### src/sv/facache_pkg.sv
`timescale 1ns / 1ps
// ----------------------------------------------------------------------------
// facache_pkg
// Shared widths and codes for the fully associative FIFO-replacement cache.
// ----------------------------------------------------------------------------
package facache_pkg;

  localparam int DATA_W      = 32;
  localparam int ADDR_W      = 32;
  localparam int IN_TDATA_W  = 64;
  localparam int OUT_TDATA_W = 32;

  localparam logic FUNC_READ  = 1'b0;
  localparam logic FUNC_WRITE = 1'b1;

  localparam logic [DATA_W-1:0] READ_MISS_DATA = '1;

endpackage

### src/sv/fully_associative_fifo_cache_unit.sv
`timescale 1ns / 1ps
// ----------------------------------------------------------------------------
// fully_associative_fifo_cache_unit
// Fully associative word cache with round-robin line replacement.
// ----------------------------------------------------------------------------
// Each transfer is one read or write of a word address. The address is split
// into tag and word offset in the DIV and REM states: a multiplication by the
// reciprocal of WORDS_PER_LINE gives the tag, then a multiply-subtract gives
// the offset. The tag store is then scanned one line per cycle through a single
// comparator, stopping at the first valid match. A read hit passes through the
// RDWAIT state for the data memory read; a write miss fills the victim line
// word by word through the single data memory write port. The input is not
// ready while an access is in progress, and a finished result waits in the
// output register while the next transfer is taken. Reads that miss return -1
// and allocate nothing; writes report 0 as read data.
// ----------------------------------------------------------------------------
module fully_associative_fifo_cache_unit #(
  parameter int LINES          = 16,
  parameter int WORDS_PER_LINE = 8,
  parameter int ADDR_BITS      = 32
) (
  input  logic                                clk,
  input  logic                                rst_n,
  input  logic                                in_tvalid,
  output logic                                in_tready,
  input  logic [facache_pkg::IN_TDATA_W-1:0]  in_tdata,   // address[31:0], write_data[63:32]
  input  logic                                in_tuser,   // func
  output logic                                out_tvalid,
  input  logic                                out_tready,
  output logic [facache_pkg::OUT_TDATA_W-1:0] out_tdata,  // read_data[31:0]
  output logic                                out_tuser   // hit
);

  import facache_pkg::*;

  localparam int LINE_W = $clog2(LINES);
  localparam int OFF_W  = (WORDS_PER_LINE > 1) ? $clog2(WORDS_PER_LINE) : 1;
  localparam int TAG_W  = ADDR_BITS - ($clog2(WORDS_PER_LINE + 1) - 1);
  localparam int MEM_D  = LINES * WORDS_PER_LINE;
  localparam int MEM_AW = $clog2(MEM_D);
  localparam int RCP_SH = ADDR_BITS + $clog2(WORDS_PER_LINE);
  localparam int PROD_W = 2 * ADDR_BITS + 1;
  localparam logic [ADDR_BITS:0] RCP_M =
    (ADDR_BITS+1)'(((64'd1 << RCP_SH) + 64'(WORDS_PER_LINE) - 64'd1) / 64'(WORDS_PER_LINE));

  localparam logic [2:0] ST_IDLE   = 3'd0;
  localparam logic [2:0] ST_DIV    = 3'd1;
  localparam logic [2:0] ST_SEARCH = 3'd2;
  localparam logic [2:0] ST_RDWAIT = 3'd3;
  localparam logic [2:0] ST_FILL   = 3'd4;
  localparam logic [2:0] ST_OUT    = 3'd5;
  localparam logic [2:0] ST_REM    = 3'd6;

  logic [2:0]           state_r, state_nxt;
  logic                 func_r;
  logic [ADDR_BITS-1:0] addr_r;
  logic [OFF_W-1:0]     rem_r;
  logic [DATA_W-1:0]    wdata_r;
  logic [TAG_W-1:0]     tag_r;

  logic [LINE_W-1:0]    scan_idx_r;
  logic                 issue_done_r;
  logic                 cmp_en_r;
  logic [LINE_W-1:0]    cmp_idx_r;
  logic [TAG_W-1:0]     tag_q_r;
  logic [LINES-1:0]     valid_r;
  logic [LINE_W-1:0]    ptr_r;
  logic [OFF_W-1:0]     fill_cnt_r;

  logic [DATA_W-1:0]    res_data_r;
  logic                 res_hit_r;
  logic                 out_tvalid_r;
  logic [DATA_W-1:0]    out_data_r;
  logic                 out_hit_r;

  logic [TAG_W-1:0]     tag_mem [LINES];
  logic [DATA_W-1:0]    data_mem [MEM_D];
  logic [DATA_W-1:0]    rd_q_r;

  logic [PROD_W-1:0]    quot_prod;
  logic [OFF_W-1:0]     rem_calc;
  logic                 match;
  logic                 scan_last;
  logic                 in_xfer;
  logic                 out_load;
  logic                 dm_we;
  logic [MEM_AW-1:0]    dm_waddr;
  logic [MEM_AW-1:0]    dm_raddr;
  logic [DATA_W-1:0]    dm_wdata;
  logic                 tag_we;
  logic                 fill_last;

  function automatic logic [MEM_AW-1:0] line_base(input logic [LINE_W-1:0] line);
    line_base = MEM_AW'(line) * MEM_AW'(WORDS_PER_LINE);
  endfunction

  assign in_tready = (state_r == ST_IDLE);
  assign in_xfer   = in_tvalid && in_tready;
  assign out_load  = (state_r == ST_OUT) && (!out_tvalid_r || out_tready);

  assign quot_prod = PROD_W'(addr_r) * PROD_W'(RCP_M);
  assign rem_calc  = addr_r[OFF_W-1:0] - OFF_W'(tag_r) * OFF_W'(WORDS_PER_LINE);

  assign match     = cmp_en_r && valid_r[cmp_idx_r] && (tag_q_r == tag_r);
  assign scan_last = cmp_en_r && (cmp_idx_r == LINE_W'(LINES - 1));
  assign fill_last = (fill_cnt_r == OFF_W'(WORDS_PER_LINE - 1));

  assign tag_we   = (state_r == ST_SEARCH) && scan_last && !match && (func_r == FUNC_WRITE);
  assign dm_we    = ((state_r == ST_SEARCH) && match && (func_r == FUNC_WRITE)) ||
                    (state_r == ST_FILL);
  assign dm_raddr = line_base(cmp_idx_r) + MEM_AW'(rem_r);
  assign dm_waddr = (state_r == ST_FILL) ? line_base(ptr_r) + MEM_AW'(fill_cnt_r) : dm_raddr;
  assign dm_wdata = ((state_r == ST_FILL) && (fill_cnt_r != rem_r)) ? '0 : wdata_r;

  always_comb begin
    state_nxt = state_r;
    case (state_r)
      ST_IDLE: begin
        if (in_xfer) state_nxt = ST_DIV;
      end
      ST_DIV: state_nxt = ST_REM;
      ST_REM: state_nxt = ST_SEARCH;
      ST_SEARCH: begin
        if (match) begin
          state_nxt = (func_r == FUNC_WRITE) ? ST_OUT : ST_RDWAIT;
        end else if (scan_last) begin
          state_nxt = (func_r == FUNC_WRITE) ? ST_FILL : ST_OUT;
        end
      end
      ST_RDWAIT: state_nxt = ST_OUT;
      ST_FILL: begin
        if (fill_last) state_nxt = ST_OUT;
      end
      ST_OUT: begin
        if (out_load) state_nxt = ST_IDLE;
      end
      default: state_nxt = ST_IDLE;
    endcase
  end

  always_ff @(posedge clk) begin
    if (!rst_n) begin
      state_r      <= ST_IDLE;
      valid_r      <= '0;
      ptr_r        <= '0;
      cmp_en_r     <= 1'b0;
      issue_done_r <= 1'b0;
      out_tvalid_r <= 1'b0;
    end else begin
      state_r <= state_nxt;
      if (out_load) begin
        out_tvalid_r <= 1'b1;
      end else if (out_tvalid_r && out_tready) begin
        out_tvalid_r <= 1'b0;
      end
      cmp_en_r <= (state_r == ST_SEARCH) && !issue_done_r && !match && !scan_last;
      case (state_r)
        ST_IDLE: begin
          if (in_xfer) begin
            func_r  <= in_tuser;
            addr_r  <= in_tdata[ADDR_BITS-1:0];
            wdata_r <= in_tdata[ADDR_W +: DATA_W];
          end
        end
        ST_DIV: begin
          tag_r <= quot_prod[RCP_SH +: TAG_W];
        end
        ST_REM: begin
          rem_r        <= rem_calc;
          scan_idx_r   <= '0;
          issue_done_r <= 1'b0;
        end
        ST_SEARCH: begin
          cmp_idx_r <= scan_idx_r;
          if (!issue_done_r) begin
            if (scan_idx_r == LINE_W'(LINES - 1)) begin
              issue_done_r <= 1'b1;
            end else begin
              scan_idx_r <= scan_idx_r + 1'b1;
            end
          end
          if (match) begin
            res_hit_r  <= 1'b1;
            res_data_r <= '0;
          end else if (scan_last) begin
            res_hit_r  <= 1'b0;
            res_data_r <= (func_r == FUNC_WRITE) ? '0 : READ_MISS_DATA;
            fill_cnt_r <= '0;
            if (func_r == FUNC_WRITE) valid_r[ptr_r] <= 1'b1;
          end
        end
        ST_RDWAIT: begin
          res_data_r <= rd_q_r;
        end
        ST_FILL: begin
          fill_cnt_r <= fill_cnt_r + 1'b1;
          if (fill_last) begin
            ptr_r <= (ptr_r == LINE_W'(LINES - 1)) ? '0 : ptr_r + 1'b1;
          end
        end
        ST_OUT: begin
          if (out_load) begin
            out_data_r <= res_data_r;
            out_hit_r  <= res_hit_r;
          end
        end
        default: ;
      endcase
    end
  end

  always_ff @(posedge clk) begin
    tag_q_r <= tag_mem[scan_idx_r];
    if (tag_we) tag_mem[ptr_r] <= tag_r;
  end

  always_ff @(posedge clk) begin
    rd_q_r <= data_mem[dm_raddr];
    if (dm_we) data_mem[dm_waddr] <= dm_wdata;
  end

  assign out_tvalid = out_tvalid_r;
  assign out_tdata  = out_data_r;
  assign out_tuser  = out_hit_r;

endmodule

### config.mk
export PLATFORM = sky130hd
export DESIGN_NAME = fully_associative_fifo_cache_unit
export DESIGN_NICKNAME = d
export VERILOG_FILES = /design/src/sv/facache_pkg.sv /design/src/sv/fully_associative_fifo_cache_unit.sv
export SDC_FILE = /design/constraint.sdc
export NUM_CORES = 2
export LEC_CHECK = 0
export BUFFER_PORTS_ARGS = -buffer_cell sky130_fd_sc_hd__buf_4
export CAP_MARGIN = 15
export CORE_MARGIN = 5
export CORE_UTILIZATION = 41
export DETAILED_ROUTE_END_ITERATION = 16
export GPL_TIMING_DRIVEN = 0
export PLACE_DENSITY_LB_ADDON = 0.1
export SYNTH_ARGS = -nofsm -noshare
export SYNTH_HDL_FRONTEND = slang
export SYNTH_MEMORY_MAX_BITS = 65536
export SYNTH_SLANG_ARGS = --single-unit
### constraint.sdc
create_clock -name clk -period 7.64 [get_ports clk]
set_input_delay 1.146 -clock clk [delete_from_list [all_inputs] [get_ports clk]]
set_output_delay 1.146 -clock clk [all_outputs]
set_load 0.005 [all_outputs]
==> results.md <==
Clock tree:
- In this run the deepest clock path goes through 4 buffers.
- The number of buffers added for setup after CTS is 0.
- Buffers inserted to repair hold after CTS numbered 0.
- The buffer type at the clock tree root is sky130_fd_sc_hd__clkbuf_16.
- The TritonCTS clock tree is built.
- The number of clock buffers added by TritonCTS is approximately 530.
- In this run the number of H-tree levels came out at 6.
- The clock sink count is 4,821.
- After clock tree synthesis, the clock-pin slew on the worst setup and hold paths is 60 ps.
- Once the clock tree was built, the resizer swapped 0 gates to a different size.
- The later-pin clock latency in the skew report is 1060 ps.

Global routing:
- The first global-routing pass estimated 766,000 um of wire.
- The global routing stage identified its most utilized layer as met2.
- For met1 alone, demand over resource in global routing was 34.6%.
- The met3 track utilization from global routing is 5.61%.
- The overflow left after global routing is 0.
- The overall fraction of global-route tracks in use is roughly 24%.
- In the global route stage, met2 resource usage came out at 37.6%.
- The number of global-route vias before repair is ~90,000.
- The initial antenna violation count was 38.
- The pin count of the biggest net entering global routing is between 60 and 70.

STA:
- For the pin with the worst max-slew slack, the measured transition is ~1500 ps.
- Setup repair after global routing left no endpoint under its margin.
- The aggregate negative setup slack is 0 ps.
- For this run, the top clock speed supported by timing is 157 MHz.
- Between clock sinks in the finished design, the worst skew comes to 45.6 ps.
- Setup violations remaining at the end of the flow were counted as 0.
- The final-report hold violation count is 0.
- The headroom to the max-slew limit is -2.31%.
- The number of pins exceeding their max-slew limit in the final report was 4.
- The tightest hold margin is 288 ps.
- The final critical-path share of the clock period is between 80% and 90%.
- After layout, the minimum clock period comes to around 6400 ps.

Route:
- The ratio of routed vias to standard cells is ~5.9.
- The number of detailed-route iterations in the first pass is 6.
- The detailed router's first-iteration violation count is 11,800.
- After detailed routing, the average wire length per cell comes to 37.1 um.
- The total wire length is 561,000 um.
- The DRC violation count after routing is 0.
- The remaining antenna violation count after routing is 0.
- The vias after detailed routing is 90,000.

Worst setup path:
- In this run the worst path has a maximum fanout of 17.
- The critical path is of the register to register type.
- Data on the critical path is required at its endpoint by between 8000 and 9000 ps.
- For the worst setup path, the data arrival time is 7100 ps.
- STA classifies the critical path endpoint as a register.
- The worst setup path is launched from a register.

Yosys:
- The number of nets produced by synthesis is 7,805.
- During synthesis, Yosys emitted a total of 0 warnings.
- After synthesis, the largest area contributor takes up about four fifths of total cell area.
- After technology mapping, the gate count stands at 7,729.
- The number of synthesized flops with an enable pin is 4,734.
- The cell accounting for the most synthesized area is sky130_fd_sc_hd__edfxtp_1.
- Counting flops and latches in the post-synthesis netlist gives 4,821.
- Yosys attributes the largest share of cell area to sky130_fd_sc_hd__edfxtp_1 (78%), sky130_fd_sc_hd__mux4_2 (15%), sky130_fd_sc_hd__dfxtp_1 (0.96%).
- The fraction of synthesis flops using an asynchronous set or reset pin is 0%.
- The most frequently used flop master after synthesis is sky130_fd_sc_hd__edfxtp_1.
- The number of unique standard cell types used by synthesis is 55.
- Ranked by instance count, the synthesized netlist is headed by sky130_fd_sc_hd__edfxtp_1 (4,734), sky130_fd_sc_hd__mux4_2 (1,172), sky130_fd_sc_hd__clkbuf_1 (230).
- The post-synthesis instance area is 181,000 sq um.
- Averaged over all synthesized cells, the footprint is 23.4 sq um.
- The most frequently used cell type in the post-synthesis netlist is sky130_fd_sc_hd__edfxtp_1.
- After synthesis, flip-flops and latches occupy 79.4% of the total area.

Final layout:
- The share of cells above drive strength 1 is 30.3%.
- In the final design database the tool counted ~8,900 nets.
- The synthesis-to-layout area growth is 18.5%.

Die:
- The initial core utilization is 41.1%.
- The floorplan core area is 441,000 sq um.
- The floorplan has 244 rows.
- Pin placement for this block handled between 100 and 150 I/O pins.
- The die is slightly below 700 um wide.
- The total die area is 455,000 sq um.
- The die height is 675 um.

Place:
- The routability-driven placement congestion ratio is roughly 0.9.
- Summed over all nets, the half-perimeter wirelength after detailed placement is 395,000 um.
- Port buffering added 103 buffers.

Power and ir drop:
- The net switching power is roughly 16 mW.
- The leakage power is 66.9 nW.
- In this run the power density over the cells is 292 nW/um^2.
- The internal portion of total power is 47.2 mW.
- Sequential cells account for 50.2% of the total power.
- The clock network is responsible for around two fifths of the overall power.
- The portion of total power attributed to combinational logic is 10.8%.
- The switching portion of total power is between 20% and 30%.
- The maximum vdd drop is 0.222 mV.

Min path:
- The worst hold path belongs to the class input pin to register.

Run:
- The max-capacitance violation count is 0.

Outcome:
- The flow ran to the end, but the final reports show violations.
- The final reports fail on max-slew violations.
==> area by class of cell <==
class                      instances  area [sq um]
fill                           35500        226000
sequential                      4821        144000
multi-input combinational       2452         36700
clock buffer                     672         14200
timing repair buffer             556          8180
tap                             5904          7390
clock inverter                   266          2260
buffer                           448          2110
inverter                           8          30.0
antenna                           11          27.5
==> per-layer routing <==
metal	wire length, um	vias up
li1	-	35700
met4	21700	0
met1	230000	49300
met2	259000	4167
met5	0	-
met3	51000	799
==> worst paths after layout <==
check / startpoint / slack [ps] / to / cells after the start
worst max-delay path: tag_r[2]$_DFFE_PP_ / 1260 / data_mem[78][22]$_DFFE_PP_ / 9
worst min-delay path: in_tdata[0] / 290 / addr_r[0]$_DFFE_PP_ / 1
worst max register to register: tag_r[2]$_DFFE_PP_ / 1260 / data_mem[78][22]$_DFFE_PP_ / 9
worst min register to register: res_data_r[30]$_DFFE_PP_ / 420 / out_tdata[30]$_DFFE_PP_ / 0
==> critical path, cell delays in order, from the launching register on <==
cell                       delay (ps)
sky130_fd_sc_hd__edfxtp_1         620
sky130_fd_sc_hd__xnor2_1          720
sky130_fd_sc_hd__nand4_1          270
sky130_fd_sc_hd__nor4_1           880
sky130_fd_sc_hd__nand3_1          440
sky130_fd_sc_hd__nand3b_1         950
sky130_fd_sc_hd__buf_2            690
sky130_fd_sc_hd__a211oi_4         960
sky130_fd_sc_hd__buf_8            280
sky130_fd_sc_hd__buf_8            220
==> logic make-up (layout without fill, tap and decap cells) <==
logic type / after synthesis / count (layout) / share of synthesized area, %
flops: 4821 / 4821 / 79.4
mux: 1241 / 1241 / 14.9
compound gates: 745 / 745 / 3.12
buf+inv: 456 / 1950 / 1.17
simple gates: 424 / 424 / 1.13
xor+xnor: 35 / 35 / 0.169
fa+ha+maj: 7 / 7 / 0.0483
other cells: 0 / 11 / 0
==> stage by stage <==
stage / total power, mW / setup WS [ps] / std cells / utilization (%) / instance area (sq um)
after global placement: 38.3 / -7910 / 13700 / 42.9 / 189000
after global routing: 64.5 / 1380 / 15100 / 48.7 / 215000
final: 62.8 / 1260 / 15100 / 48.7 / 215000
after detailed placement: 38.8 / 1430 / 14200 / 44.9 / 198000
after CTS: 63.1 / 1410 / 15100 / 48.6 / 214000
after floorplan: 34.6 / 2060 / 7729 / - / 181000
==> registers in the layout, summed over array words and instances (netlist names), 32 cells and up <==
name and count:
data_mem 4096, tag_mem 464, addr_r 32, out_tdata 32, rd_q_r 32, res_data_r 32, wdata_r 32
==> power groups by stage <==
stage          clock (mW)  combinational [mW]  sequential, mW
3_3_place_gp            0                5.22            33.1
4_1_cts              24.9                6.74            31.5
5_1_grt              26.0                7.01            31.5
6_report             24.5                6.77            31.5
2_1_floorplan           0                2.31            32.3
3_5_place_dp            0                6.73            32.0
==> cells in the final DEF, fill, tap and decap left out, drive strengths merged, types with 41 or more instances in the layout <==
master | netlist | layout
a21oi | 73 | 73
nor2 | 170 | 170
a22o | 128 | 128
nor3 | 76 | 76
o22ai | 64 | 64
mux2i | 69 | 69
a221oi | 160 | 160
nor2b | 45 | 45
mux4 | 1172 | 1172
clkinv | 0 | 203
a22oi | 160 | 160
dfxtp | 87 | 87
o21ai | 41 | 41
buf | 218 | 773
clkbuf | 230 | 903
edfxtp | 4734 | 4734
(Power assumes the default switching activity.)
